<file path="config.mk">
export PLATFORM = sky130hd
export DESIGN_NAME = afd_dpath
export DESIGN_NICKNAME = d
export VERILOG_FILES = /design/src/rtl/assert_macros.svh /design/src/rtl/afd_pkg.sv /design/src/rtl/afd_dpath.sv
export SDC_FILE = /design/constraint.sdc
export NUM_CORES = 2
export LEC_CHECK = 0
export BUFFER_PORTS_ARGS = -buffer_cell sky130_fd_sc_hd__buf_2
export CORE_UTILIZATION = 54
export DETAILED_ROUTE_END_ITERATION = 8
export HOLD_SLACK_MARGIN = 0.06
export PLACE_DENSITY = 0.78
export SLEW_MARGIN = 20
export SYNTH_ARGS = -nofsm -noshare
export SYNTH_HDL_FRONTEND = slang
export SYNTH_SLANG_ARGS = --single-unit
export TNS_END_PERCENT = 50
</file>
<file path="constraint.sdc">
create_clock -name clock -period 20.2 [get_ports clock]
set_input_delay 3.03 -clock clock [delete_from_list [all_inputs] [get_ports clock]]
set_output_delay 3.03 -clock clock [all_outputs]
set_load 0.05 [all_outputs]
</file>
<file path="src/rtl/assert_macros.svh">
// -----------------------------------------------------------------------------
// assert_macros.svh
// Concurrent assertion helpers; they expand to nothing in synthesis builds.
// -----------------------------------------------------------------------------
`ifndef ASSERT_MACROS_SVH
`define ASSERT_MACROS_SVH

`ifndef SYNTH
// property checked only while reset is low
`define AFD_ASSERT(lbl, clk, rst, prop, msg) \
   lbl: assert property (@(posedge clk) disable iff (rst) prop) else $error(msg);
// property checked on every edge, reset included
`define AFD_ASSERT_NR(lbl, clk, prop, msg) \
   lbl: assert property (@(posedge clk) prop) else $error(msg);
`else
`define AFD_ASSERT(lbl, clk, rst, prop, msg)
`define AFD_ASSERT_NR(lbl, clk, prop, msg)
`endif

`endif

</file>
<file path="src/rtl/afd_pkg.sv">
// -----------------------------------------------------------------------------
// afd_pkg
// Shared types and constants of the accelerometer fall detector.
// -----------------------------------------------------------------------------
`timescale 1ns / 1ps

package afd_pkg;

   localparam int CSR_ADDR_W = 3;
   localparam int CSR_DATA_W = 16;

   localparam int LEVEL_W    = 15;
   localparam int TOL_W      = 12;
   localparam int COS_W      = 16;
   localparam int WIN_W      = 16;
   localparam int BAND_W     = 13;            // 1 g +/- tolerance fits 13 bits
   localparam int LEVEL_SQ_W = 2 * LEVEL_W;
   localparam int BAND_SQ_W  = 2 * BAND_W;
   localparam int COS_SQ_W   = 2 * COS_W;     // also the tilt compare shift

   localparam logic [BAND_W-1:0] ONE_G = 13'd4096;
   // smallest m2 with 100*m2 >= 1 g squared (magnitude at least 0.1 g)
   localparam int TILT_MIN_M2 = (4096 * 4096 + 99) / 100;

   localparam logic [LEVEL_W-1:0] RST_FREEFALL_LEVEL  = 15'd3277;
   localparam logic [LEVEL_W-1:0] RST_IMPACT_LEVEL    = 15'd6144;
   localparam logic [TOL_W-1:0]   RST_STILL_TOLERANCE = 12'd1229;
   localparam logic [COS_W-1:0]   RST_TILT_COSINE     = 16'd56756;
   localparam logic [WIN_W-1:0]   RST_FREEFALL_WINDOW = 16'd300;
   localparam logic [WIN_W-1:0]   RST_STILL_DURATION  = 16'd2000;
   localparam logic [LEVEL_W-1:0] RST_RECOVER_LOW     = 15'd3277;
   localparam logic [LEVEL_W-1:0] RST_RECOVER_HIGH    = 15'd4915;

   typedef enum logic [CSR_ADDR_W-1:0] {
      CSR_FREEFALL_LEVEL  = 3'd0,
      CSR_IMPACT_LEVEL    = 3'd1,
      CSR_STILL_TOLERANCE = 3'd2,
      CSR_TILT_COSINE     = 3'd3,
      CSR_FREEFALL_WINDOW = 3'd4,
      CSR_STILL_DURATION  = 3'd5,
      CSR_RECOVER_LOW     = 3'd6,
      CSR_RECOVER_HIGH    = 3'd7
   } csr_addr_type;

   typedef enum logic [1:0] {
      PH_IDLE     = 2'd0,
      PH_FREEFALL = 2'd1,
      PH_IMPACT   = 2'd2,
      PH_FALL     = 2'd3
   } phase_type;

   typedef enum logic [2:0] {
      CS_WAIT,
      CS_SQUARE,
      CS_SUM,
      CS_TILT_LO,
      CS_TILT_HI,
      CS_DECIDE
   } ctrl_state_type;

   typedef struct packed {
      logic load;
      logic square;
      logic sum;
      logic tilt_lo;
      logic tilt_hi;
      logic decide;
   } dp_cmd_type;

   typedef struct packed {
      logic      skip;     // clear request or invalid sample: no arithmetic
      phase_type phase;
   } dp_status_type;

   typedef struct packed {
      logic [LEVEL_SQ_W-1:0] freefall_sq;
      logic [LEVEL_SQ_W-1:0] impact_sq;
      logic [LEVEL_SQ_W-1:0] recover_low_sq;
      logic [LEVEL_SQ_W-1:0] recover_high_sq;
      logic [BAND_SQ_W-1:0]  still_low_sq;
      logic [BAND_SQ_W-1:0]  still_high_sq;
      logic [COS_SQ_W-1:0]   tilt_cos_sq;
      logic [WIN_W-1:0]      freefall_window;
      logic [WIN_W-1:0]      still_duration;
   } cfg_type;

endpackage

</file>
<file path="src/rtl/afd_dpath.sv">
// -----------------------------------------------------------------------------
// afd_dpath
// Datapath: squared magnitude, split tilt product, phase tracking, result reg.
// -----------------------------------------------------------------------------
`timescale 1ns / 1ps

module afd_dpath import afd_pkg::*; #(
   parameter int ACCEL_BITS = 16,
   parameter int TICK_BITS  = 32
) (
   input  logic                         clock,
   input  logic                         reset,
   input  dp_cmd_type                   cmd,
   input  cfg_type                      cfg,
   input  logic                         req_type,
   input  logic                         req_sample_valid,
   input  logic signed [ACCEL_BITS-1:0] req_accel_x,
   input  logic signed [ACCEL_BITS-1:0] req_accel_y,
   input  logic signed [ACCEL_BITS-1:0] req_accel_z,
   input  logic        [TICK_BITS-1:0]  req_tick_now,
   output dp_status_type                status,
   output logic                         rsp_fall_detected
);

   localparam int SQ_W   = 2 * ACCEL_BITS;          // holds x^2+y^2+z^2
   localparam int HALF_W = ACCEL_BITS;
   localparam int PP_W   = COS_SQ_W + HALF_W;
   localparam int PROD_W = SQ_W + COS_SQ_W;
   localparam int CMP_W  = (SQ_W > LEVEL_SQ_W) ? SQ_W : LEVEL_SQ_W;

   logic                         clr_ff, clr_in;
   logic                         valid_ff, valid_in;
   logic signed [ACCEL_BITS-1:0] x_ff, x_in, y_ff, y_in, z_ff, z_in;
   logic        [TICK_BITS-1:0]  tick_ff, tick_in;
   logic        [SQ_W-1:0]       xx_ff, xx_in, yy_ff, yy_in, zz_ff, zz_in;
   logic        [SQ_W-1:0]       m2_ff, m2_in;
   logic        [PP_W-1:0]       plo_ff, plo_in, phi_ff, phi_in;
   phase_type                    phase_ff, phase_in;
   logic        [TICK_BITS-1:0]  ff_time_ff, ff_time_in, imp_time_ff, imp_time_in;
   logic                         alarm_ff, alarm_in;
   logic                         fall_ff, fall_in;

   logic signed [SQ_W-1:0]   xs, ys, zs;
   logic        [HALF_W-1:0] m2_half;
   logic        [PP_W-1:0]   pp;
   logic        [PROD_W-1:0] tilt_rhs, tilt_lhs;
   logic        [CMP_W-1:0]  m2c;
   logic        [TICK_BITS-1:0] ff_dt, imp_dt;
   logic                     ff_late, imp_late, still, tilted;

   // input capture
   assign clr_in   = cmd.load ? req_type         : clr_ff;
   assign valid_in = cmd.load ? req_sample_valid : valid_ff;
   assign x_in     = cmd.load ? req_accel_x      : x_ff;
   assign y_in     = cmd.load ? req_accel_y      : y_ff;
   assign z_in     = cmd.load ? req_accel_z      : z_ff;
   assign tick_in  = cmd.load ? req_tick_now     : tick_ff;

   // squares of the three axes
   assign xs    = SQ_W'(x_ff);
   assign ys    = SQ_W'(y_ff);
   assign zs    = SQ_W'(z_ff);
   assign xx_in = cmd.square ? $unsigned(xs * xs) : xx_ff;
   assign yy_in = cmd.square ? $unsigned(ys * ys) : yy_ff;
   assign zz_in = cmd.square ? $unsigned(zs * zs) : zz_ff;
   assign m2_in = cmd.sum ? (xx_ff + yy_ff + zz_ff) : m2_ff;

   // cos^2 * m2 in two partial products over one shared multiplier
   assign m2_half = cmd.tilt_hi ? m2_ff[SQ_W-1:HALF_W] : m2_ff[HALF_W-1:0];
   assign pp      = PP_W'(cfg.tilt_cos_sq) * PP_W'(m2_half);
   assign plo_in  = cmd.tilt_lo ? pp : plo_ff;
   assign phi_in  = cmd.tilt_hi ? pp : phi_ff;

   assign tilt_rhs = PROD_W'(plo_ff) + (PROD_W'(phi_ff) << HALF_W);
   assign tilt_lhs = {zz_ff, {COS_SQ_W{1'b0}}};

   assign m2c      = CMP_W'(m2_ff);
   assign ff_dt    = tick_ff - ff_time_ff;
   assign imp_dt   = tick_ff - imp_time_ff;
   assign ff_late  = ff_dt  > TICK_BITS'(cfg.freefall_window);
   assign imp_late = imp_dt > TICK_BITS'(cfg.still_duration);
   assign still    = (m2c > CMP_W'(cfg.still_low_sq)) && (m2c < CMP_W'(cfg.still_high_sq));
   // negative z always counts as tilted once the magnitude test passes
   assign tilted   = (m2c >= CMP_W'(TILT_MIN_M2)) &&
                     (z_ff[ACCEL_BITS-1] || (tilt_lhs < tilt_rhs));

   always_comb begin
      phase_in    = phase_ff;
      ff_time_in  = ff_time_ff;
      imp_time_in = imp_time_ff;
      alarm_in    = alarm_ff;
      fall_in     = fall_ff;
      if (cmd.decide) begin
         fall_in = 1'b0;
         if (clr_ff) begin
            phase_in = PH_IDLE;
            alarm_in = 1'b0;
         end else if (valid_ff) begin
            unique case (phase_ff)
               PH_IDLE: begin
                  if (m2c < CMP_W'(cfg.freefall_sq)) begin
                     phase_in   = PH_FREEFALL;
                     ff_time_in = tick_ff;
                  end
               end
               PH_FREEFALL: begin
                  if (ff_late) begin
                     phase_in = PH_IDLE;
                  end else if (m2c > CMP_W'(cfg.impact_sq)) begin
                     phase_in    = PH_IMPACT;
                     imp_time_in = tick_ff;
                  end else if ((m2c > CMP_W'(cfg.recover_low_sq)) &&
                               (m2c < CMP_W'(cfg.recover_high_sq))) begin
                     phase_in = PH_IDLE;
                  end
               end
               PH_IMPACT: begin
                  if (imp_late) begin
                     if (still && tilted) begin
                        phase_in = PH_FALL;
                        alarm_in = 1'b0;
                     end else begin
                        phase_in = PH_IDLE;
                     end
                  end
               end
               PH_FALL: begin
                  if (!alarm_ff) begin
                     alarm_in = 1'b1;
                     fall_in  = 1'b1;
                  end
               end
               default: ;
            endcase
         end
      end
   end

   always_ff @(posedge clock) begin
      if (reset) begin
         phase_ff    <= PH_IDLE;
         ff_time_ff  <= '0;
         imp_time_ff <= '0;
         alarm_ff    <= 1'b0;
      end else begin
         phase_ff    <= phase_in;
         ff_time_ff  <= ff_time_in;
         imp_time_ff <= imp_time_in;
         alarm_ff    <= alarm_in;
      end
   end

   always_ff @(posedge clock) begin
      clr_ff   <= clr_in;
      valid_ff <= valid_in;
      x_ff     <= x_in;
      y_ff     <= y_in;
      z_ff     <= z_in;
      tick_ff  <= tick_in;
      xx_ff    <= xx_in;
      yy_ff    <= yy_in;
      zz_ff    <= zz_in;
      m2_ff    <= m2_in;
      plo_ff   <= plo_in;
      phi_ff   <= phi_in;
      fall_ff  <= fall_in;
   end

   assign status.skip  = clr_ff || !valid_ff;
   assign status.phase = phase_ff;

   assign rsp_fall_detected = fall_ff;

endmodule

</file>
==> results.json <==
{
  "numCtsBuffers": 45,
  "die_y_um": 357,
  "synth_area_leaders": "fa_1 34%, ha_1 13%, edfxtp_1 13%",
  "period_share": 0.533,
  "fin_skew_ns": 0.0463,
  "crit_path_max_incr_delay_ns": 0.81,
  "final.setup.tns_ns": 0,
  "cp_common_cell": "fa_1",
  "antenna_found_initial": 4,
  "ant_nets": 0,
  "path_clk_slew_ns": 0.07,
  "cp_max_fo": 65,
  "avgSynthCellArea_sq_um": 9.46,
  "clock_sinks": 371,
  "yosysTopAreaCellShare": 0.345,
  "max_cap_violations": 0,
  "grt_pass1_wl_mm": 281,
  "vias_per_cell": 5.56,
  "vias": 50500,
  "required_ns": 20.59,
  "std_cell_rows": 129,
  "finalHoldViolations": 0,
  "yosys.area.top_type": "fa_1",
  "insertion_delay_ns": 0.66,
  "ys_warn_count": 0,
  "cts-resized-gates": 0,
  "nets": 9635,
  "ys_seq_elements": 371,
  "synthArstFlopShare": 0,
  "crit_buf_inv": 5,
  "setup_viol": 0,
  "synth.most_common_cell": "inv_1",
  "firstDrtPassIters": 6,
  "synth_edf_count": 304,
  "multi_input_area_sq_um": 50400,
  "synth-seq-area-share": 0.154,
  "drtIter0Drc": 3453,
  "run_status": "completed",
  "timing.hold.ws_ns": 0.486,
  "rsz0062_at_grt": "no",
  "drive_gt1_frac": 0.0679,
  "gr-total-overflow": 0,
  "synthFlopType": "edfxtp_1",
  "routed_wl_mm": 175,
  "worst_pin_slew_ns": 1.00,
  "worstSetupStartpointType": "input pin",
  "nFillCells": 10600,
  "syn_area_sq_um": 68000,
  "slowest_stage": "mux2_2",
  "hold_buffers": 0,
  "initial_utilization": 0.547,
  "hp-start": "alarm_ff$_SDFFE_PP0P_",
  "fp.dieArea_sq_um": 127000,
  "core_sq_um": 124000,
  "wl_per_cell_um": 19.3,
  "arrival_ns": 11.15,
  "grt_use_total": 0.282,
  "clockRootBuffer": "clkbuf_16",
  "worstHoldPathType": "flop to flop",
  "relSlewSlack": 0.325,
  "drv_slew": 0,
  "worstSetupPathType": "input pin to flop",
  "worstReg2RegStart": "m2_ff[8]$_DFFE_PP_",
  "grt_pass1_vias": 53400,
  "grt_start_max_net_pins": 74,
  "clockBufferDepth": 3,
  "synthDistinctLibCells": 99,
  "timing.fmax_ghz": 0.0929,
  "htree_levels": 2,
  "end_kind": "flop",
  "die_w_um": 357,
  "synthTopCellsByCount": "1730 x inv_1, 1172 x fa_1, 732 x ha_1",
  "regArea_sq_um": 10500,
  "syn_inst": 7192,
  "drc": 0,
  "min_period_ns": 10.76,
  "finalWeightedCongestion": 0.995,
  "cts_setup_buffers": 0,
  "syn2layout_area_growth_pct": 6.95,
  "port_buffers": 329,
  "ios": 330,
  "post-dp-hpwl_mm": 144,
  "cts_tree": "built",
  "critPathTopFamily": "adder cells",
  "critPathLaunch": "cmd[1]"
}
stage by stage:
step	cell area (sq um)	cells	utilization	setup slack (ns)
2_1_floorplan	68000	7194	-	10.06
3_3_place_gp	71200	8994	0.573	8.98
5_1_grt	72800	9081	0.585	8.78
6_report	72800	9081	0.585	9.44
3_5_place_dp	71200	8995	0.573	8.78
4_1_cts	72800	9078	0.585	9.47
area by class of cell:
class	instances	area share
Inverter	1730	0.0892
Multi-Input combinational cell	4906	0.692
Sequential cell	371	0.144
Tap cell	1637	0.0281
Clock inverter	37	0.00583
Clock buffer	46	0.0155
Antenna cell	3	0.000103
Timing Repair Buffer	351	0.0252
state kept, by name, indices dropped and copies added (netlist names):
name               count
clr_ff                 1
xx_ff                 31
zz_ff                 31
phi_ff                48
z_ff                  16
m2_ff                 32
yy_ff                 31
rsp_fall_detected      1
plo_ff                48
imp_time_ff           32
ff_time_ff            32
y_ff                  16
valid_ff               1
phase_ff               2
x_ff                  16
tick_ff               32
alarm_ff               1
cell usage in the layout (no fill, tap or decap), types with 11 or more instances in the layout:
master and n:
nor2b_1 41, nor4_1 18, a211oi_1 45, a31oi_1 25
inv_1 1730, a211o_1 18, a21o_1 143, ha_1 732
and3_1 26, edfxtp_1 304, o21a_1 51, and2_1 376
nand3_1 71, nor3_1 61, clkbuf_16 45, mux2_2 18
nand2b_1 52, buf_2 327, nand4_1 66, xnor2_1 178
fa_1 1172, o21ai_1 16, or2_2 20, nand2_1 617
o211ai_1 28, mux2i_1 70, nor2_1 318, o221ai_1 11
or3_1 17, xor2_1 85, o21bai_1 36, nor3b_1 12
a21oi_1 282, dfxtp_1 67, buf_4 23, o21ai_0 136
worst reg2reg max path, cell delays in order (launching register included):
cell	delay [ns]
edfxtp_1	0.78
mux2_2	0.76
nand2_1	0.18
fa_1	0.53
inv_1	0.05
fa_1	0.49
fa_1	0.58
fa_1	0.46
fa_1	0.50
inv_1	0.05
fa_1	0.47
inv_1	0.04
ha_1	0.35
a21oi_1	0.16
o21a_1	0.15
o21ai_0	0.11
a2111oi_0	0.61
a211oi_1	0.28
o21bai_1	0.39
nor2_1	0.13
o41ai_1	0.48
o21ai_0	0.14
a21oi_1	0.19
xnor2_1	0.11
routing by layer:
metal	global-route usage	wire, um	share of wire	vias to the layer above
met1	0.359	69300	0.39	25200
met4	0.125	8490	0.048	0
met2	0.483	85900	0.49	1850
met5	0	0	0	-
met3	0.0331	11700	0.067	410
li1	-	-	-	23100
logic make-up after synthesis:
| logic type | after synthesis | synth area share |
|---|---|---|
| and+or+nand+nor | 1733 | 0.124 |
| xor gates and xnor gates | 263 | 0.0339 |
| AOI/OAI and AO/OA | 914 | 0.0887 |
| muxes | 89 | 0.0134 |
| buffers and inverters | 1917 | 0.106 |
| DFF | 371 | 0.154 |
| adders and majority gates | 1904 | 0.479 |
| other | 1 | 0.0000551 |
path summary, 6_finish.rpt:
path,cells past startpoint,to,slack (ns)
worst max-delay path,25,phi_ff[44]$_DFFE_PP_,9.44
worst min-delay path,2,alarm_ff$_SDFFE_PP0P_,0.49
worst max register to register,23,phi_ff[44]$_DFFE_PP_,11.94
worst min register to register,2,alarm_ff$_SDFFE_PP0P_,0.49
Power is left out: the tool's default activity adds up to more than one toggle a clock period on the data nets, which glitch-free logic cannot reach.
