==> src/rtl/assert_macros.svh <==
// -----------------------------------------------------------------------------
// assert_macros.svh
// Concurrent assertion helpers; they expand to nothing in synthesis builds.
// -----------------------------------------------------------------------------
`ifndef ASSERT_MACROS_SVH
`define ASSERT_MACROS_SVH

`ifndef SYNTH
// property checked only while reset is low
`define AFD_ASSERT(lbl, clk, rst, prop, msg) \
   lbl: assert property (@(posedge clk) disable iff (rst) prop) else $error(msg);
// property checked on every edge, reset included
`define AFD_ASSERT_NR(lbl, clk, prop, msg) \
   lbl: assert property (@(posedge clk) prop) else $error(msg);
`else
`define AFD_ASSERT(lbl, clk, rst, prop, msg)
`define AFD_ASSERT_NR(lbl, clk, prop, msg)
`endif

`endif

==> src/rtl/afd_pkg.sv <==
// -----------------------------------------------------------------------------
// afd_pkg
// Shared types and constants of the accelerometer fall detector.
// -----------------------------------------------------------------------------
`timescale 1ns / 1ps

package afd_pkg;

   localparam int CSR_ADDR_W = 3;
   localparam int CSR_DATA_W = 16;

   localparam int LEVEL_W    = 15;
   localparam int TOL_W      = 12;
   localparam int COS_W      = 16;
   localparam int WIN_W      = 16;
   localparam int BAND_W     = 13;            // 1 g +/- tolerance fits 13 bits
   localparam int LEVEL_SQ_W = 2 * LEVEL_W;
   localparam int BAND_SQ_W  = 2 * BAND_W;
   localparam int COS_SQ_W   = 2 * COS_W;     // also the tilt compare shift

   localparam logic [BAND_W-1:0] ONE_G = 13'd4096;
   // smallest m2 with 100*m2 >= 1 g squared (magnitude at least 0.1 g)
   localparam int TILT_MIN_M2 = (4096 * 4096 + 99) / 100;

   localparam logic [LEVEL_W-1:0] RST_FREEFALL_LEVEL  = 15'd3277;
   localparam logic [LEVEL_W-1:0] RST_IMPACT_LEVEL    = 15'd6144;
   localparam logic [TOL_W-1:0]   RST_STILL_TOLERANCE = 12'd1229;
   localparam logic [COS_W-1:0]   RST_TILT_COSINE     = 16'd56756;
   localparam logic [WIN_W-1:0]   RST_FREEFALL_WINDOW = 16'd300;
   localparam logic [WIN_W-1:0]   RST_STILL_DURATION  = 16'd2000;
   localparam logic [LEVEL_W-1:0] RST_RECOVER_LOW     = 15'd3277;
   localparam logic [LEVEL_W-1:0] RST_RECOVER_HIGH    = 15'd4915;

   typedef enum logic [CSR_ADDR_W-1:0] {
      CSR_FREEFALL_LEVEL  = 3'd0,
      CSR_IMPACT_LEVEL    = 3'd1,
      CSR_STILL_TOLERANCE = 3'd2,
      CSR_TILT_COSINE     = 3'd3,
      CSR_FREEFALL_WINDOW = 3'd4,
      CSR_STILL_DURATION  = 3'd5,
      CSR_RECOVER_LOW     = 3'd6,
      CSR_RECOVER_HIGH    = 3'd7
   } csr_addr_type;

   typedef enum logic [1:0] {
      PH_IDLE     = 2'd0,
      PH_FREEFALL = 2'd1,
      PH_IMPACT   = 2'd2,
      PH_FALL     = 2'd3
   } phase_type;

   typedef enum logic [2:0] {
      CS_WAIT,
      CS_SQUARE,
      CS_SUM,
      CS_TILT_LO,
      CS_TILT_HI,
      CS_DECIDE
   } ctrl_state_type;

   typedef struct packed {
      logic load;
      logic square;
      logic sum;
      logic tilt_lo;
      logic tilt_hi;
      logic decide;
   } dp_cmd_type;

   typedef struct packed {
      logic      skip;     // clear request or invalid sample: no arithmetic
      phase_type phase;
   } dp_status_type;

   typedef struct packed {
      logic [LEVEL_SQ_W-1:0] freefall_sq;
      logic [LEVEL_SQ_W-1:0] impact_sq;
      logic [LEVEL_SQ_W-1:0] recover_low_sq;
      logic [LEVEL_SQ_W-1:0] recover_high_sq;
      logic [BAND_SQ_W-1:0]  still_low_sq;
      logic [BAND_SQ_W-1:0]  still_high_sq;
      logic [COS_SQ_W-1:0]   tilt_cos_sq;
      logic [WIN_W-1:0]      freefall_window;
      logic [WIN_W-1:0]      still_duration;
   } cfg_type;

endpackage

==> src/rtl/afd_ctrl.sv <==
// -----------------------------------------------------------------------------
// afd_ctrl
// Sequencer: steps the datapath through one item and owns the result valid.
// -----------------------------------------------------------------------------
`timescale 1ns / 1ps

module afd_ctrl import afd_pkg::*; (
   input  logic          clock,
   input  logic          reset,
   input  logic          req_valid,
   output logic          req_stall,
   output logic          rsp_valid,
   input  logic          rsp_stall,
   input  dp_status_type status,
   output dp_cmd_type    cmd
);

   ctrl_state_type state_ff, state_in;
   logic           rsp_valid_ff, rsp_valid_in;
   logic           out_free;

   // result slot is free if empty or being taken this cycle
   assign out_free = !rsp_valid_ff || !rsp_stall;

   always_comb begin
      state_in = state_ff;
      unique case (state_ff)
         CS_WAIT:    if (req_valid) state_in = CS_SQUARE;
         CS_SQUARE:  state_in = status.skip ? CS_DECIDE : CS_SUM;
         CS_SUM:     state_in = CS_TILT_LO;
         CS_TILT_LO: state_in = CS_TILT_HI;
         CS_TILT_HI: state_in = CS_DECIDE;
         CS_DECIDE:  if (out_free) state_in = CS_WAIT;
         default:    state_in = CS_WAIT;
      endcase
   end

   always_comb begin
      cmd         = '0;
      req_stall   = 1'b1;
      unique case (state_ff)
         CS_WAIT: begin
            req_stall = 1'b0;
            cmd.load  = req_valid;
         end
         CS_SQUARE:  cmd.square  = 1'b1;
         CS_SUM:     cmd.sum     = 1'b1;
         CS_TILT_LO: cmd.tilt_lo = 1'b1;
         CS_TILT_HI: cmd.tilt_hi = 1'b1;
         CS_DECIDE:  cmd.decide  = out_free;
         default: ;
      endcase
   end

   always_comb begin
      rsp_valid_in = rsp_valid_ff;
      if (cmd.decide) begin
         rsp_valid_in = 1'b1;
      end else if (!rsp_stall) begin
         rsp_valid_in = 1'b0;
      end
   end

   always_ff @(posedge clock) begin
      if (reset) begin
         state_ff     <= CS_WAIT;
         rsp_valid_ff <= 1'b0;
      end else begin
         state_ff     <= state_in;
         rsp_valid_ff <= rsp_valid_in;
      end
   end

   assign rsp_valid = rsp_valid_ff;

endmodule

==> config.mk <==
export PLATFORM = sky130hd
export DESIGN_NAME = afd_ctrl
export DESIGN_NICKNAME = d
export VERILOG_FILES = /design/src/rtl/assert_macros.svh /design/src/rtl/afd_pkg.sv /design/src/rtl/afd_ctrl.sv
export SDC_FILE = /design/constraint.sdc
export NUM_CORES = 1
export LEC_CHECK = 0
export BUFFER_PORTS_ARGS = -buffer_cell sky130_fd_sc_hd__buf_2
export CORE_AREA = 4 4 41 43
export CTS_CLUSTER_DIAMETER = 60
export DETAILED_ROUTE_END_ITERATION = 8
export DIE_AREA = 0 0 45 47
export PLACE_DENSITY = 0.54
export SKIP_LAST_GASP = 1
export SLEW_MARGIN = 20
export SYNTH_ARGS = -nofsm -noshare
export SYNTH_HDL_FRONTEND = slang
export SYNTH_SLANG_ARGS = --single-unit
==> constraint.sdc <==
create_clock -name clock -period 1.23 [get_ports clock]
set_input_delay 0.1845 -clock clock [delete_from_list [all_inputs] [get_ports clock]]
set_output_delay 0.1845 -clock clock [all_outputs]
set_load 0.1 [all_outputs]
==> metrics.md, run 1 <==
| Metric | Value |
|---|---|
| 1st-pass router iterations | 4 |
| Nets | 65 |
| Final Non-Filler Cells | approximately 70 |
| GR Util met2 | around 16% |
| Port bufs | 12 |
| Instance count of the mapped netlist | 34 |
| Total track usage | 9.091% |
| Minimum clock period | approximately 1.5 ns |
| Xor and xnor area share after synthesis | 0% |
| Die W | approximately 45 um |
| Largest net degree at the start of global routing | 6 |
| Max-slew violations | 0 |
| Antenna Diode Count | 0 |
| Min-delay src | reset |
| Worst IR drop on VDD | 844.5 uV |
| Multi-input gate area | between 200 and 250 um2 |
| Mux cell area share after synthesis | 0% |
| Critical path peak fanout | 4 |
| FP Rows | 13 |
| Core Region | about 1300 um2 |
| GR Overflow Total | 0 |
| Failing checks | setup timing |
| Avg Cell Area, Syn | approximately 7.5 um2 |
| Logic pwr share | 62.0% |
| Die area | roughly 2100 um2 |
| Run status | finished, violations left |
| Worst Setup Start Kind | flop |
| Layout Skew | 0.01131 ns |
| Worst setup startpoint | state_ff[1] |
| Fill count | 123 |
| Clock Path Buffers | 2 |
| Rel. slew slack | between 70% and 80% |
| Worst-Margin Slew | between 0.3 and 0.4 ns |
| Met1 GRT Util | 9.567% |
| Net Sw Frac | 44.36% |
| PwrDens | 1352 nW/um2 |
| Largest family of logic cells by synthesized area | simple AND/OR/NAND/NOR gates |
| # clock sinks | 4 |
| Synth warn | 0 |
| Final setup margin | -0.2252 ns |
| # hold bufs at CTS | 0 |
| Gpl congestion | between 0.7 and 0.8 |
| Total chip power | just under 900 uW |
| Setup TNS | -0.8404 ns |
| Setup crit end kind | output pin |
| Ports | 15 |
| Initial Util | about a fifth |
| Int Pwr | roughly 500 uW |
| # setup viols final | 6 |
| Register area share after synthesis | 31.37% |
| Reg2reg start | state_ff[0] |
| Required time worst endpoint | about 1.1 ns |
| Met3 Use GR | between 5 and 6% |
| Wire length per cell | about 12 um |
| Worst skew pair latency | 0.24 ns |
| Syn Nets | 41 |
| Via count | about 330 |
| Synth Register Bits | 4 |
| Total Wirelength | about 880 um |
| Final hold vios | 0 |
| Routed Antenna Nets | 0 |
| DR vias/cell | 4.569 |
| CP Class | flop to output pin |
| Synth-to-layout area growth | 159.3% |
| Gr busiest metal | met2 |
| DR iter-0 viols | 2 |
| Clk slew on worst S/H paths | about 0.050 ns |
| Final critical-path share of the clock period | 118.3% |
| Initial antenna violation count | 0 |
| Share of post-route cells with drive strength above 1 | roughly 75% |
| H-tree levels | 1 |
| Sw power | around 400 uW |
| Worst min path class | input port to flop |
| Mapped cell area | 255.2 um2 |
| Synth Area in Compound Gates | 23.53% |
| Sequential Power Share | between 10% and 20% |
| DPL Wire Length | ~510 um |
| Worst Path Arrival | 1.27 ns |
| Root cell of the clock tree | clkbuf_4 |
| Placed Cells | 63 |
| RSZ-0062 raised after global routing | yes |
| Max-cap violations | 0 |
| Leakage | ~0.00028 uW |
| Clock power frac | between 20% and 30% |
| Die height | 47 um |
| Inserted Clock Buffers | 3 |
| Simple-Gate Fraction of Synth Area | 30.88% |
| DRC viols | 0 |
| Vias in the first global route | 318 |
| CTS tree | yes |
| Yosys cell types | 19 |
| Post-Synth Adder-Cell Area | 0% |
| Fmax | slightly below 700 MHz |
| First-pass GRT wire length | around 1300 um |
| Register Area | 90.09 um2 |
## path summary, 6_finish.rpt
| path | endpoint | slack, ns | cells past startpoint |
|---|---|---|---|
| setup / recovery | cmd[5] | -0.23 | 3 |
| hold / removal | rsp_valid | 0.17 | 2 |
| setup reg to reg | state_ff[0] | 0.01 | 4 |
| hold reg to reg | rsp_valid | 0.55 | 2 |
## final cells by class
type                    count  share of cell area [%]
inverters                   2                   1.512
clock buffers               4                   3.970
multi-input cells          24                   34.22
well taps                  15                   2.836
flip-flops and latches      4                   13.61
repair buffers             23                   43.86
## cells in the mapped netlist
master,count,share of area [%]
a21oi_1,4,7.8
buf_4,1,2.9
or3_1,1,2.5
buf_2,2,3.9
nor3_1,2,3.9
o21a_1,1,2.9
nor3b_1,2,5.9
a21o_1,1,2.9
inv_1,2,2.9
o21ai_0,1,2.0
or2b_1,1,2.9
buf_6,1,4.4
nand3b_1,1,2.9
nor4_1,1,2.5
nand2_1,2,2.9
a2111oi_1,1,3.9
nor2_1,5,7.4
dfxtp_1,4,31
o21ba_2,1,3.9
## placed cells by master, fill, tap and decap left out, drive strengths merged
master and count:
clkbuf 4, nand3b 1, nor2 5, inv 2
nor3b 2, nor3 2, a2111oi 1, o21ai 1
o21ba 1, or3 1, dfxtp 4, a21oi 4
a21o 1, nor4 1, buf 23, nand2 2
o21a 1, or2b 1
## critical path, stage by stage, from the launching register on
cell and delay (ns):
dfxtp_2 0.33, or3_4 0.42, nor2_4 0.11, buf_12 0.18
## repair_timing
| action | CTS | global route |
|---|---|---|
| resized for setup | 12 | 4 |
| setup buffers | 4 | 1 |
| setup endpoints to repair | 7 | 8 |
| pin swaps | 5 | 3 |
## flip-flops by register name, indices dropped and copies added (netlist names)
register / flops
state_ff: 3
rsp_valid: 1
## per-stage QoR
stage | hold slack, ns | cell area [um2] | util, % | worst slack [ns]
after global placement | 0.3837 | 523.0 | 40.19 | -0.01474
after CTS | 0.1230 | 626.9 | 48.17 | -0.2365
after global routing | 0.1817 | 661.9 | 50.87 | -0.2612
after detailed placement | 0.3841 | 523.0 | 40.19 | -0.009727
after floorplan | 0.2439 | 311.5 | - | -0.4898
final | 0.1724 | 661.9 | 50.87 | -0.2252
## metal layers
metal | vias up | routed length (um) | part of all wire [%]
li1 | 162 | - | -
met1 | 157 | 348 | 40
met2 | 10 | 476 | 54
met3 | 0 | 51 | 5.8
met4 | 0 | 0 | 0
met5 | - | 0 | 0
## power groups by stage
stage	clock (uW)	combinational (uW)	sequential, uW
6_report	182	555	159
5_1_grt	197	576	160
4_1_cts	192	524	158
3_5_place_dp	0	465	157
3_3_place_gp	0	465	158
2_1_floorplan	0	310	157
## cells by family (layout without fill, tap and decap cells)
group / after synthesis / after routing
simple gates: 15 / 15
flops: 4 / 4
compound gates: 9 / 9
buf+inv: 6 / 29
Power figures use the tool's default switching activity.
==> run 2: changes to the inputs <==
Clock period 1.23 ns to 1.5 ns, I/O delays scaled along.
==> run 2 against run 1 <==
  * The flow still finishes with violations (setup timing)
  * Cell count fell by 5.6%
  * Core utilization fell by 8.4 points
  * Flip-flop and latch count did not move
  * Die area did not move
  * Hold slack improved by 0.0056 ns
  * Power fell by 28%
  * First-iteration DRC count fell by 100%
  * Combinational power fell by 31%
  * Non-clock buffer count fell by 3
  * Critical path type unchanged
==> metrics.md, run 2 (synthesis results as in run 1) <==
| Metric | Value |
|---|---|
| Run status | finished, violations left |
| Failing checks | setup timing |
| Worst IR drop on VDD | 601.9 uV |
| Clock Path Buffers | 2 |
| Terminus of the critical flop-to-flop path | state_ff[0] |
| Nets | slightly above 60 |
| Worst setup startpoint | state_ff[2] |
| Die area | 2115 um2 |
| Port bufs | 12 |
| Largest register FFs | 3 |
| Fmax | 665.0 MHz |
| Largest net degree at the start of global routing | 10 |
| Min Hold Slack | approximately 0.18 ns |
| PwrDens | between 1000 and 1500 nW/um2 |
| Gr busiest metal | met2 |
| Final Non-Filler Cells | roughly 70 |
| Met3 Use GR | under 10% |
| Antenna Diode Count | 0 |
| Total track usage | 7.199% |
| GR Overflow Total | 0 |
| Leakage | about 0.00023 uW |
| Core Region | 1301 um2 |
| Worst Path Arrival | between 1 and 1.5 ns |
| CP Class | flop to output pin |
| Synth-to-layout area growth | 116.7% |
| Worst Setup Start Kind | flop |
| First-pass GRT wire length | around 1000 um |
| Required time worst endpoint | about 1.3 ns |
| Share of post-route cells with drive strength above 1 | roughly two thirds |
| Final setup margin | -0.003805 ns |
| Gpl congestion | between 0.7 and 0.8 |
| CTS tree | yes |
| Layout Skew | a little under 0.007 ns |
| Min-delay src | reset |
| Ports | 15 |
| Die height | roughly 47 um |
| Setup crit end kind | output pin |
| Minimum clock period | between 1.5 and 2 ns |
| Vias in the first global route | ~260 |
| Max-cap violations | 0 |
| Total chip power | 645.4 uW |
| Clk slew on worst S/H paths | ~0.040 ns |
| Reg2reg start | state_ff[2] |
| Final critical-path share of the clock period | 100.3% |
| # setup viols final | 1 |
| DPL Wire Length | around 470 um |
| Met1 GRT Util | under 10% |
| R2R Setup Slk | 0.26 ns |
| Inserted Clock Buffers | 3 |
| Placed Cells | 60 |
| Final hold vios | 0 |
| Top reg by flops | state_ff |
| 1st-pass router iterations | 1 |
| Routed Antenna Nets | 0 |
| Total Wirelength | 646 um |
| Die W | roughly 45 um |
| DRC viols | 0 |
| Initial antenna violation count | 0 |
| Critical Path Sink | cmd[5] |
| DR iter-0 viols | 0 |
| FP Rows | 13 |
| # clock sinks | 4 |
| Setup TNS | -0.003805 ns |
| Worst-Margin Slew | between 0.4 and 0.5 ns |
| H-tree levels | 1 |
| Via count | 288 |
| GR Util met2 | between 10% and 20% |
| Rel. slew slack | 67.98% |
| RSZ-0062 raised after global routing | yes |
| Worst R2R Path Depth | 4 |
| # hold bufs at CTS | 0 |
| Wire length per cell | about 9.5 um |
| Worst skew pair latency | 0.24 ns |
| Initial Util | 19.62% |
| Most frequent cells in the layout | 7 x buf_12, 7 x buf_4, 5 x buf_2 |
| DR vias/cell | roughly 4.2 |
| Max-slew violations | 0 |
| Root cell of the clock tree | clkbuf_4 |
| Worst min path class | input port to flop |
| Critical path peak fanout | 5 |
## run 2: worst max-delay path, cell delays in order, from the launching register on
cell	delay (ns)
dfxtp_4	0.35
or3_4	0.40
nor2_4	0.11
buf_12	0.18
## run 2: worst min-delay path by stage
| stage | to | cells past startpoint | slack (ns) |
|---|---|---|---|
| after floorplan | rsp_valid | 1 | 0.29 |
| final | rsp_valid | 2 | 0.18 |
| after CTS | rsp_valid | 2 | 0.17 |
| after detailed placement | rsp_valid | 2 | 0.43 |
| after global routing | rsp_valid | 2 | 0.18 |
| after global placement | rsp_valid | 2 | 0.43 |
## run 2: report_power, final
group,internal [uW],switching [uW]
clock,89.4,42.9
combinational,148,233
sequential,119,13.6
total,356,289
## run 2: per-stage QoR
| stage | instance area [um2] | utilization, % | setup slack [ns] |
|---|---|---|---|
| floorplan | 302.8 | - | -0.2603 |
| global placement | 480.5 | 36.92 | 0.1583 |
| detailed placement | 480.5 | 36.92 | 0.1566 |
| CTS | 526.8 | 40.48 | -0.01654 |
| global route | 553.0 | 42.50 | -0.05082 |
| finish | 553.0 | 42.50 | -0.003805 |
## run 2: area by class of cell
type	instances	area, um2
Clock buffer	3	22.52
Fill cell	134	748.2
Inverter	2	7.507
Multi-Input combinational cell	24	187.7
Sequential cell	4	87.58
Tap cell	15	18.77
Timing Repair Buffer	20	229.0
## run 2: what timing repair did
action | in CTS | in global routing
setup buffers | 2 | 3
resized for setup | 4 | 1
setup endpoints to repair | 4 | 3
pin swaps | 3 | 1
## run 2: metal layers
metal,wire [um],up-vias
li1,-,154
met1,279,124
met2,323,10
met3,43,0
met4,0,0
met5,0,-
