===== config.mk =====
export PLATFORM = sky130hd
export DESIGN_NAME = afd_csr
export DESIGN_NICKNAME = d
export VERILOG_FILES = /design/src/rtl/assert_macros.svh /design/src/rtl/afd_pkg.sv /design/src/rtl/afd_csr.sv
export SDC_FILE = /design/constraint.sdc
export NUM_CORES = 2
export LEC_CHECK = 0
export BUFFER_PORTS_ARGS = -buffer_cell sky130_fd_sc_hd__buf_4
export CAP_MARGIN = 20
export CORE_MARGIN = 2
export CORE_UTILIZATION = 43
export CTS_CLUSTER_DIAMETER = 60
export CTS_CLUSTER_SIZE = 30
export DETAILED_ROUTE_END_ITERATION = 10
export GPL_TIMING_DRIVEN = 0
export MAX_ROUTING_LAYER = met4
export PLACE_DENSITY = 0.64
export SYNTH_ARGS = -nofsm -noshare
export SYNTH_HDL_FRONTEND = slang
export SYNTH_SLANG_ARGS = --single-unit

===== constraint.sdc =====
create_clock -name clock -period 7.55 [get_ports clock]
set_input_delay 0.755 -clock clock [delete_from_list [all_inputs] [get_ports clock]]
set_output_delay 0.755 -clock clock [all_outputs]
set_load 0.02 [all_outputs]

===== src/rtl/assert_macros.svh =====
// -----------------------------------------------------------------------------
// assert_macros.svh
// Concurrent assertion helpers; they expand to nothing in synthesis builds.
// -----------------------------------------------------------------------------
`ifndef ASSERT_MACROS_SVH
`define ASSERT_MACROS_SVH

`ifndef SYNTH
// property checked only while reset is low
`define AFD_ASSERT(lbl, clk, rst, prop, msg) \
   lbl: assert property (@(posedge clk) disable iff (rst) prop) else $error(msg);
// property checked on every edge, reset included
`define AFD_ASSERT_NR(lbl, clk, prop, msg) \
   lbl: assert property (@(posedge clk) prop) else $error(msg);
`else
`define AFD_ASSERT(lbl, clk, rst, prop, msg)
`define AFD_ASSERT_NR(lbl, clk, prop, msg)
`endif

`endif


===== src/rtl/afd_pkg.sv =====
// -----------------------------------------------------------------------------
// afd_pkg
// Shared types and constants of the accelerometer fall detector.
// -----------------------------------------------------------------------------
`timescale 1ns / 1ps

package afd_pkg;

   localparam int CSR_ADDR_W = 3;
   localparam int CSR_DATA_W = 16;

   localparam int LEVEL_W    = 15;
   localparam int TOL_W      = 12;
   localparam int COS_W      = 16;
   localparam int WIN_W      = 16;
   localparam int BAND_W     = 13;            // 1 g +/- tolerance fits 13 bits
   localparam int LEVEL_SQ_W = 2 * LEVEL_W;
   localparam int BAND_SQ_W  = 2 * BAND_W;
   localparam int COS_SQ_W   = 2 * COS_W;     // also the tilt compare shift

   localparam logic [BAND_W-1:0] ONE_G = 13'd4096;
   // smallest m2 with 100*m2 >= 1 g squared (magnitude at least 0.1 g)
   localparam int TILT_MIN_M2 = (4096 * 4096 + 99) / 100;

   localparam logic [LEVEL_W-1:0] RST_FREEFALL_LEVEL  = 15'd3277;
   localparam logic [LEVEL_W-1:0] RST_IMPACT_LEVEL    = 15'd6144;
   localparam logic [TOL_W-1:0]   RST_STILL_TOLERANCE = 12'd1229;
   localparam logic [COS_W-1:0]   RST_TILT_COSINE     = 16'd56756;
   localparam logic [WIN_W-1:0]   RST_FREEFALL_WINDOW = 16'd300;
   localparam logic [WIN_W-1:0]   RST_STILL_DURATION  = 16'd2000;
   localparam logic [LEVEL_W-1:0] RST_RECOVER_LOW     = 15'd3277;
   localparam logic [LEVEL_W-1:0] RST_RECOVER_HIGH    = 15'd4915;

   typedef enum logic [CSR_ADDR_W-1:0] {
      CSR_FREEFALL_LEVEL  = 3'd0,
      CSR_IMPACT_LEVEL    = 3'd1,
      CSR_STILL_TOLERANCE = 3'd2,
      CSR_TILT_COSINE     = 3'd3,
      CSR_FREEFALL_WINDOW = 3'd4,
      CSR_STILL_DURATION  = 3'd5,
      CSR_RECOVER_LOW     = 3'd6,
      CSR_RECOVER_HIGH    = 3'd7
   } csr_addr_type;

   typedef enum logic [1:0] {
      PH_IDLE     = 2'd0,
      PH_FREEFALL = 2'd1,
      PH_IMPACT   = 2'd2,
      PH_FALL     = 2'd3
   } phase_type;

   typedef enum logic [2:0] {
      CS_WAIT,
      CS_SQUARE,
      CS_SUM,
      CS_TILT_LO,
      CS_TILT_HI,
      CS_DECIDE
   } ctrl_state_type;

   typedef struct packed {
      logic load;
      logic square;
      logic sum;
      logic tilt_lo;
      logic tilt_hi;
      logic decide;
   } dp_cmd_type;

   typedef struct packed {
      logic      skip;     // clear request or invalid sample: no arithmetic
      phase_type phase;
   } dp_status_type;

   typedef struct packed {
      logic [LEVEL_SQ_W-1:0] freefall_sq;
      logic [LEVEL_SQ_W-1:0] impact_sq;
      logic [LEVEL_SQ_W-1:0] recover_low_sq;
      logic [LEVEL_SQ_W-1:0] recover_high_sq;
      logic [BAND_SQ_W-1:0]  still_low_sq;
      logic [BAND_SQ_W-1:0]  still_high_sq;
      logic [COS_SQ_W-1:0]   tilt_cos_sq;
      logic [WIN_W-1:0]      freefall_window;
      logic [WIN_W-1:0]      still_duration;
   } cfg_type;

endpackage


===== src/rtl/afd_csr.sv =====
// -----------------------------------------------------------------------------
// afd_csr
// Configuration registers and their registered squares.
// -----------------------------------------------------------------------------
`timescale 1ns / 1ps

module afd_csr import afd_pkg::*; (
   input  logic                  clock,
   input  logic                  reset,
   input  logic                  csr_wr_en,
   input  logic [CSR_ADDR_W-1:0] csr_addr,
   input  logic [CSR_DATA_W-1:0] csr_wr_data,
   output cfg_type               cfg
);

   logic [LEVEL_W-1:0] freefall_level_ff,  freefall_level_in;
   logic [LEVEL_W-1:0] impact_level_ff,    impact_level_in;
   logic [TOL_W-1:0]   still_tol_ff,       still_tol_in;
   logic [COS_W-1:0]   tilt_cos_ff,        tilt_cos_in;
   logic [WIN_W-1:0]   freefall_window_ff, freefall_window_in;
   logic [WIN_W-1:0]   still_duration_ff,  still_duration_in;
   logic [LEVEL_W-1:0] recover_low_ff,     recover_low_in;
   logic [LEVEL_W-1:0] recover_high_ff,    recover_high_in;

   logic [BAND_W-1:0]     still_low, still_high;
   logic [LEVEL_SQ_W-1:0] freefall_sq_ff, impact_sq_ff, rec_low_sq_ff, rec_high_sq_ff;
   logic [BAND_SQ_W-1:0]  still_low_sq_ff, still_high_sq_ff;
   logic [COS_SQ_W-1:0]   tilt_cos_sq_ff;

   always_comb begin
      freefall_level_in  = freefall_level_ff;
      impact_level_in    = impact_level_ff;
      still_tol_in       = still_tol_ff;
      tilt_cos_in        = tilt_cos_ff;
      freefall_window_in = freefall_window_ff;
      still_duration_in  = still_duration_ff;
      recover_low_in     = recover_low_ff;
      recover_high_in    = recover_high_ff;
      if (csr_wr_en) begin
         unique case (csr_addr_type'(csr_addr))
            CSR_FREEFALL_LEVEL:  freefall_level_in  = csr_wr_data[LEVEL_W-1:0];
            CSR_IMPACT_LEVEL:    impact_level_in    = csr_wr_data[LEVEL_W-1:0];
            CSR_STILL_TOLERANCE: still_tol_in       = csr_wr_data[TOL_W-1:0];
            CSR_TILT_COSINE:     tilt_cos_in        = csr_wr_data[COS_W-1:0];
            CSR_FREEFALL_WINDOW: freefall_window_in = csr_wr_data[WIN_W-1:0];
            CSR_STILL_DURATION:  still_duration_in  = csr_wr_data[WIN_W-1:0];
            CSR_RECOVER_LOW:     recover_low_in     = csr_wr_data[LEVEL_W-1:0];
            CSR_RECOVER_HIGH:    recover_high_in    = csr_wr_data[LEVEL_W-1:0];
            default: ;
         endcase
      end
   end

   always_ff @(posedge clock) begin
      if (reset) begin
         freefall_level_ff  <= RST_FREEFALL_LEVEL;
         impact_level_ff    <= RST_IMPACT_LEVEL;
         still_tol_ff       <= RST_STILL_TOLERANCE;
         tilt_cos_ff        <= RST_TILT_COSINE;
         freefall_window_ff <= RST_FREEFALL_WINDOW;
         still_duration_ff  <= RST_STILL_DURATION;
         recover_low_ff     <= RST_RECOVER_LOW;
         recover_high_ff    <= RST_RECOVER_HIGH;
      end else begin
         freefall_level_ff  <= freefall_level_in;
         impact_level_ff    <= impact_level_in;
         still_tol_ff       <= still_tol_in;
         tilt_cos_ff        <= tilt_cos_in;
         freefall_window_ff <= freefall_window_in;
         still_duration_ff  <= still_duration_in;
         recover_low_ff     <= recover_low_in;
         recover_high_ff    <= recover_high_in;
      end
   end

   assign still_low  = ONE_G - BAND_W'(still_tol_ff);
   assign still_high = ONE_G + BAND_W'(still_tol_ff);

   // squares are registered, updating in the cycle after their registers change
   always_ff @(posedge clock) begin
      freefall_sq_ff   <= LEVEL_SQ_W'(freefall_level_ff) * LEVEL_SQ_W'(freefall_level_ff);
      impact_sq_ff     <= LEVEL_SQ_W'(impact_level_ff) * LEVEL_SQ_W'(impact_level_ff);
      rec_low_sq_ff    <= LEVEL_SQ_W'(recover_low_ff) * LEVEL_SQ_W'(recover_low_ff);
      rec_high_sq_ff   <= LEVEL_SQ_W'(recover_high_ff) * LEVEL_SQ_W'(recover_high_ff);
      still_low_sq_ff  <= BAND_SQ_W'(still_low) * BAND_SQ_W'(still_low);
      still_high_sq_ff <= BAND_SQ_W'(still_high) * BAND_SQ_W'(still_high);
      tilt_cos_sq_ff   <= COS_SQ_W'(tilt_cos_ff) * COS_SQ_W'(tilt_cos_ff);
   end

   always_comb begin
      cfg.freefall_sq     = freefall_sq_ff;
      cfg.impact_sq       = impact_sq_ff;
      cfg.recover_low_sq  = rec_low_sq_ff;
      cfg.recover_high_sq = rec_high_sq_ff;
      cfg.still_low_sq    = still_low_sq_ff;
      cfg.still_high_sq   = still_high_sq_ff;
      cfg.tilt_cos_sq     = tilt_cos_sq_ff;
      cfg.freefall_window = freefall_window_ff;
      cfg.still_duration  = still_duration_ff;
   end

endmodule


==> flow_summary.html <==
<table>
<tr><th>Metric</th><th>Value</th></tr>
<tr><th colspan="2">Synthesis</th></tr>
<tr><td>Total of warnings raised by yosys</td><td>0</td></tr>
<tr><td>Post-synthesis cell type count</td><td>84</td></tr>
<tr><td>Gate Count Post-Synth</td><td>5351</td></tr>
<tr><td>Post-synthesis register bit count</td><td>between 300 and 400</td></tr>
<tr><td>Proportion of synthesized chip area in sequential cells</td><td>between 10% and 20%</td></tr>
<tr><td>Mapped Avg Cell Area</td><td>a little over 9 um^2</td></tr>
<tr><td>Primary flip-flop cell chosen by synthesis mapping</td><td>sky130_fd_sc_hd__dfxtp_1</td></tr>
<tr><td>Number of enable flip-flop cells after synthesis</td><td>0</td></tr>
<tr><td>Async set or reset register ratio after synthesis</td><td>0%</td></tr>
<tr><td>Total standard cell area after synthesis</td><td>49200 um^2</td></tr>
<tr><th colspan="2">Routing</th></tr>
<tr><td>DRC</td><td>0</td></tr>
<tr><td>Total wire length after detailed routing</td><td>between 100000 and 150000 um</td></tr>
<tr><td>Routed wirelength normalized by instance count</td><td>about 17 um</td></tr>
<tr><td>1st-pass router iterations</td><td>6</td></tr>
<tr><td>Antenna Nets Post-Route</td><td>0</td></tr>
<tr><td>Routed via count</td><td>35900</td></tr>
<tr><td>First DRT Iteration DRCs</td><td>around 1900</td></tr>
<tr><td>DR vias/cell</td><td>5.00</td></tr>
<tr><th colspan="2">Worst setup path</th></tr>
<tr><td>Chain of cells forming the critical path</td><td>clkbuf_1, clkinvlp_4, xnor2_2, inv_2, nor2_1, inv_1, fa_1, fa_1, inv_1, fa_1, fa_1, inv_1, fa_1, inv_1, ha_1, and3_1, and3_1, a221oi_2, nor2b_1, o21a_1, o41ai_1, xnor2_1</td></tr>
<tr><td>Worst path most repeated cell</td><td>sky130_fd_sc_hd__fa_1</td></tr>
<tr><td>CP arrival</td><td>between 7000 and 8000 ps</td></tr>
<tr><td>Required time at the endpoint of the critical path</td><td>approximately 8000 ps</td></tr>
<tr><td>Crit end category</td><td>register</td></tr>
<tr><td>CP Launch Type</td><td>register</td></tr>
<tr><td>Worst setup path category</td><td>reg -&gt; reg</td></tr>
<tr><td>Largest fanout on the critical path</td><td>10</td></tr>
<tr><td>Cell with the largest stage delay on the worst path</td><td>sky130_fd_sc_hd__fa_1</td></tr>
<tr><td>Delay of the slowest cell on the worst path</td><td>540 ps</td></tr>
<tr><th colspan="2">Flow run</th></tr>
<tr><td>Max-cap violations</td><td>0</td></tr>
<tr><th colspan="2">Global route</th></tr>
<tr><td>Met3 capacity usage during global routing</td><td>about 3.7%</td></tr>
<tr><td>Overall Global Routing Usage</td><td>about 22%</td></tr>
<tr><td>Overflow left after global routing</td><td>0</td></tr>
<tr><td>Number of antenna violations at the first check in global routing</td><td>10</td></tr>
<tr><td>Met2 capacity usage during global routing</td><td>35.4%</td></tr>
<tr><td>Number of global-route vias before repair</td><td>37400</td></tr>
<tr><td>Layer with the highest usage after global routing</td><td>met2</td></tr>
<tr><td>Met1 Usage GRT</td><td>29.4%</td></tr>
<tr><td>Maximum number of pins on one net before global-route repair</td><td>22</td></tr>
<tr><td>Wire length of the first global-routing pass</td><td>a little under 200000 um</td></tr>
<tr><th colspan="2">Placed design</th></tr>
<tr><td>IO buf count</td><td>around 240</td></tr>
<tr><td>Cells after DPL</td><td>7112</td></tr>
<tr><td>Hpwl dp</td><td>between 100000 and 150000 um</td></tr>
<tr><td>Last weighted congestion value of the routability-driven placer</td><td>just over 0.9</td></tr>
<tr><th colspan="2">Floorplanning</th></tr>
<tr><td>Die Wd</td><td>between 300 and 400 um</td></tr>
<tr><td>Area of the die</td><td>117000 um^2</td></tr>
<tr><td>Std cell rows</td><td>approximately 120</td></tr>
<tr><td>Area of the core</td><td>between 100000 and 150000 um^2</td></tr>
<tr><td>I/O pin total</td><td>roughly 260</td></tr>
<tr><td>Initial core utilization</td><td>roughly 43%</td></tr>
<tr><td>Chip height</td><td>~340 um</td></tr>
<tr><th colspan="2">Power</th></tr>
<tr><td>Final Total Pwr</td><td>about 16 mW</td></tr>
<tr><td>Power Internal</td><td>between 8 and 9 mW</td></tr>
<tr><td>Switching power total</td><td>about 7.9 mW</td></tr>
<tr><td>Worst vdd rail ir drop</td><td>~0.00051 V</td></tr>
<tr><td>P per Cell Area</td><td>between 200 and 300 nW/um^2</td></tr>
<tr><td>Leakage power</td><td>28.6 nW</td></tr>
<tr><td>Portion of total power attributed to the clock network</td><td>roughly an eighth</td></tr>
<tr><td>Net switching share of the total power</td><td>about half</td></tr>
<tr><td>Proportion of power drawn by flip-flops and latches</td><td>roughly 15%</td></tr>
<tr><td>Combinational Power Share</td><td>between 70% and 80%</td></tr>
<tr><th colspan="2">Final layout</th></tr>
<tr><td>Number of non-filler instances in the completed layout</td><td>just over 7000</td></tr>
<tr><td>Final-stage net count</td><td>~7000</td></tr>
<tr><td>Final design utilization</td><td>between 40 and 50%</td></tr>
<tr><td>Area overhead of the layout relative to synthesis</td><td>10.5%</td></tr>
<tr><td>Commonest cells after routing, fill and taps aside</td><td>sky130_fd_sc_hd__inv_1, sky130_fd_sc_hd__fa_1, sky130_fd_sc_hd__nand2_1</td></tr>
<tr><td>Most common library cell in the layout ignoring fill and taps</td><td>sky130_fd_sc_hd__inv_1</td></tr>
<tr><td>Ratio of cells with drive above 1 in the final layout</td><td>a little under 7%</td></tr>
<tr><th colspan="2">CTS</th></tr>
<tr><td>Clock tree from TritonCTS</td><td>built</td></tr>
<tr><td>Sinks on the clock net</td><td>about 320</td></tr>
<tr><td>Total clock buffers created by CTS</td><td>38</td></tr>
<tr><td>H-tree depth reported by CTS</td><td>2</td></tr>
<tr><td># hold bufs at CTS</td><td>0</td></tr>
<tr><td>Clk root buf</td><td>sky130_fd_sc_hd__clkbuf_16</td></tr>
<tr><td>Clock latency at the later pin of the worst-skew pair</td><td>roughly 630 ps</td></tr>
<tr><td>Max Buffers Root-to-Sink</td><td>3</td></tr>
<tr><td>Clock transition at the registers of the reported paths</td><td>about 80 ps</td></tr>
<tr><th colspan="2">Timing</th></tr>
<tr><td>Least-Margin Pin Slew</td><td>1070 ps</td></tr>
<tr><td>Unrepaired setup endpoints after global routing</td><td>false</td></tr>
<tr><td>Slew HR</td><td>27.9%</td></tr>
<tr><td>Final setup violation count</td><td>0</td></tr>
<tr><td>Post-Route Skew</td><td>around 33 ps</td></tr>
<tr><td>Final Hold Viols</td><td>0</td></tr>
<tr><td>Accumulated negative setup slack</td><td>0 ps</td></tr>
<tr><td>Fmax</td><td>~140 MHz</td></tr>
<tr><td>Fin crit share</td><td>94.5%</td></tr>
<tr><td>Worst Hold Slack</td><td>just over 400 ps</td></tr>
<tr><td>Max-slew violations</td><td>0</td></tr>
<tr><td>Final critical path time including I/O delays and setup</td><td>roughly 7000 ps</td></tr>
<tr><th colspan="2">Status</th></tr>
<tr><td>Run status</td><td>completed</td></tr>
<tr><th colspan="2">Min path</th></tr>
<tr><td>Type of the most critical hold path</td><td>in -&gt; reg</td></tr>
</table>
-- power by group through the flow --
stage          clock (mW)  combinational (mW)  sequential [mW]
2_1_floorplan           0                8.22             2.83
3_3_place_gp            0                11.7             2.40
3_5_place_dp            0                11.7             2.40
4_1_cts              2.08                11.8             2.37
5_1_grt              2.15                13.3             2.40
6_report             2.01                11.7             2.36
-- cells in the mapped netlist (3+ instances only) --
| master | number | share of area, % |
|---|---|---|
| sky130_fd_sc_hd__nand3_1 | 38 | 0.39 |
| sky130_fd_sc_hd__o21ai_2 | 3 | 0.053 |
| sky130_fd_sc_hd__o21a_1 | 31 | 0.47 |
| sky130_fd_sc_hd__o31ai_1 | 6 | 0.092 |
| sky130_fd_sc_hd__a211oi_1 | 23 | 0.35 |
| sky130_fd_sc_hd__nor2_1 | 207 | 1.6 |
| sky130_fd_sc_hd__dfxtp_1 | 315 | 13 |
| sky130_fd_sc_hd__mux2_2 | 7 | 0.16 |
| sky130_fd_sc_hd__or2_2 | 8 | 0.10 |
| sky130_fd_sc_hd__inv_2 | 6 | 0.046 |
| sky130_fd_sc_hd__a31o_1 | 3 | 0.053 |
| sky130_fd_sc_hd__o21ai_0 | 51 | 0.52 |
| sky130_fd_sc_hd__or2_1 | 4 | 0.051 |
| sky130_fd_sc_hd__a31oi_1 | 16 | 0.20 |
| sky130_fd_sc_hd__nand2_1 | 613 | 4.7 |
| sky130_fd_sc_hd__inv_1 | 1220 | 9.3 |
| sky130_fd_sc_hd__xor2_1 | 72 | 1.3 |
| sky130_fd_sc_hd__a41oi_1 | 4 | 0.071 |
| sky130_fd_sc_hd__a21o_1 | 82 | 1.3 |
| sky130_fd_sc_hd__and2_1 | 282 | 3.6 |
| sky130_fd_sc_hd__a221oi_2 | 5 | 0.15 |
| sky130_fd_sc_hd__clkbuf_1 | 148 | 1.1 |
| sky130_fd_sc_hd__a21oi_1 | 233 | 2.4 |
| sky130_fd_sc_hd__nand2b_1 | 21 | 0.27 |
| sky130_fd_sc_hd__buf_4 | 9 | 0.14 |
| sky130_fd_sc_hd__and4_1 | 3 | 0.053 |
| sky130_fd_sc_hd__ha_1 | 594 | 15 |
| sky130_fd_sc_hd__fa_1 | 907 | 37 |
| sky130_fd_sc_hd__o22ai_1 | 3 | 0.038 |
| sky130_fd_sc_hd__o21ai_1 | 36 | 0.37 |
| sky130_fd_sc_hd__o21bai_1 | 12 | 0.18 |
| sky130_fd_sc_hd__a221oi_1 | 4 | 0.071 |
| sky130_fd_sc_hd__or3_1 | 3 | 0.038 |
| sky130_fd_sc_hd__nor3_1 | 22 | 0.22 |
| sky130_fd_sc_hd__nand4_1 | 19 | 0.24 |
| sky130_fd_sc_hd__nor2b_1 | 36 | 0.46 |
| sky130_fd_sc_hd__and3_1 | 19 | 0.24 |
| sky130_fd_sc_hd__a311oi_1 | 5 | 0.089 |
| sky130_fd_sc_hd__a211o_1 | 16 | 0.28 |
| sky130_fd_sc_hd__clkbuf_2 | 12 | 0.12 |
| sky130_fd_sc_hd__xnor2_1 | 150 | 2.7 |
| sky130_fd_sc_hd__nand3b_1 | 38 | 0.58 |
| sky130_fd_sc_hd__o211ai_1 | 12 | 0.18 |
-- metrics by stage --
step / area, um^2 / setup WS [ps]
2_1_floorplan: 49200 / 1050
3_3_place_gp: 52900 / -382
3_5_place_dp: 52900 / -359
4_1_cts: 54300 / 160
5_1_grt: 54300 / 37.3
6_report: 54300 / 412
-- cell families after synthesis --
group                    after synthesis  share of synthesized area [%]
adder cells (fa/ha/maj)             1501                           52.0
buffers and inverters               1399                           10.8
AND/OR/NAND/NOR                     1322                           12.6
AO/OA/AOI/OAI                        581                           7.55
flip-flops                           315                           12.8
XOR/XNOR                             223                           3.99
multiplexers                           8                          0.181
other                                  2                         0.0153
-- cell type report --
| class | count | area [um^2] |
|---|---|---|
| repair buffers | 237 | 1780 |
| flip-flops and latches | 315 | 6310 |
| multi-input cells | 3650 | 37700 |
| clock inverters | 31 | 418 |
| well taps | 1512 | 1890 |
| plain buffers | 170 | 691 |
| diodes | 4 | 10.0 |
| clock buffers | 39 | 955 |
| inverters | 1228 | 4620 |
| fillers | 11000 | 59500 |
-- flip-flops by register name, summed over array words and instances, names as in the netlist --
register            cells
freefall_level_ff      15
freefall_sq_ff         29
freefall_window_ff     16
impact_level_ff        15
impact_sq_ff           29
rec_high_sq_ff         29
rec_low_sq_ff          29
recover_high_ff        15
recover_low_ff         15
still_duration_ff      16
still_high_sq_ff       25
still_low_sq_ff        23
still_tol_ff           12
tilt_cos_ff            16
tilt_cos_sq_ff         31
-- path summary, 6_finish.rpt --
path	from	endpoint	slack (ps)	cells after the start
min	csr_wr_data[15]	tilt_cos_ff[15]	410	3
max reg2reg	still_tol_ff[8]	still_low_sq_ff[18]	410	22
max	still_tol_ff[8]	still_low_sq_ff[18]	410	22
min reg2reg	still_duration_ff[15]	still_duration_ff[15]	450	2
-- routing by layer --
| metal | wire length, um | vias to the layer above |
|---|---|---|
| met5 | 0 | - |
| met4 | 2670 | 0 |
| met3 | 7930 | 144 |
| met2 | 57600 | 868 |
| met1 | 53800 | 18000 |
| li1 | - | 16900 |
-- repair_timing --
action | CTS | global route
gates resized for setup | 2 | 11
buffers inserted | 1 | 0
setup endpoints to repair | 7 | 6
-- worst max-delay path: cells and delay by family, from the launching register on --
family / cells / cell delay, ps
xor+xnor: 2 / 610
fa+ha+maj: 6 / 2800
simple gates: 4 / 700
flops: 1 / 490
buf+inv: 7 / 1360
compound gates: 3 / 1040
(Power assumes the default switching activity.)
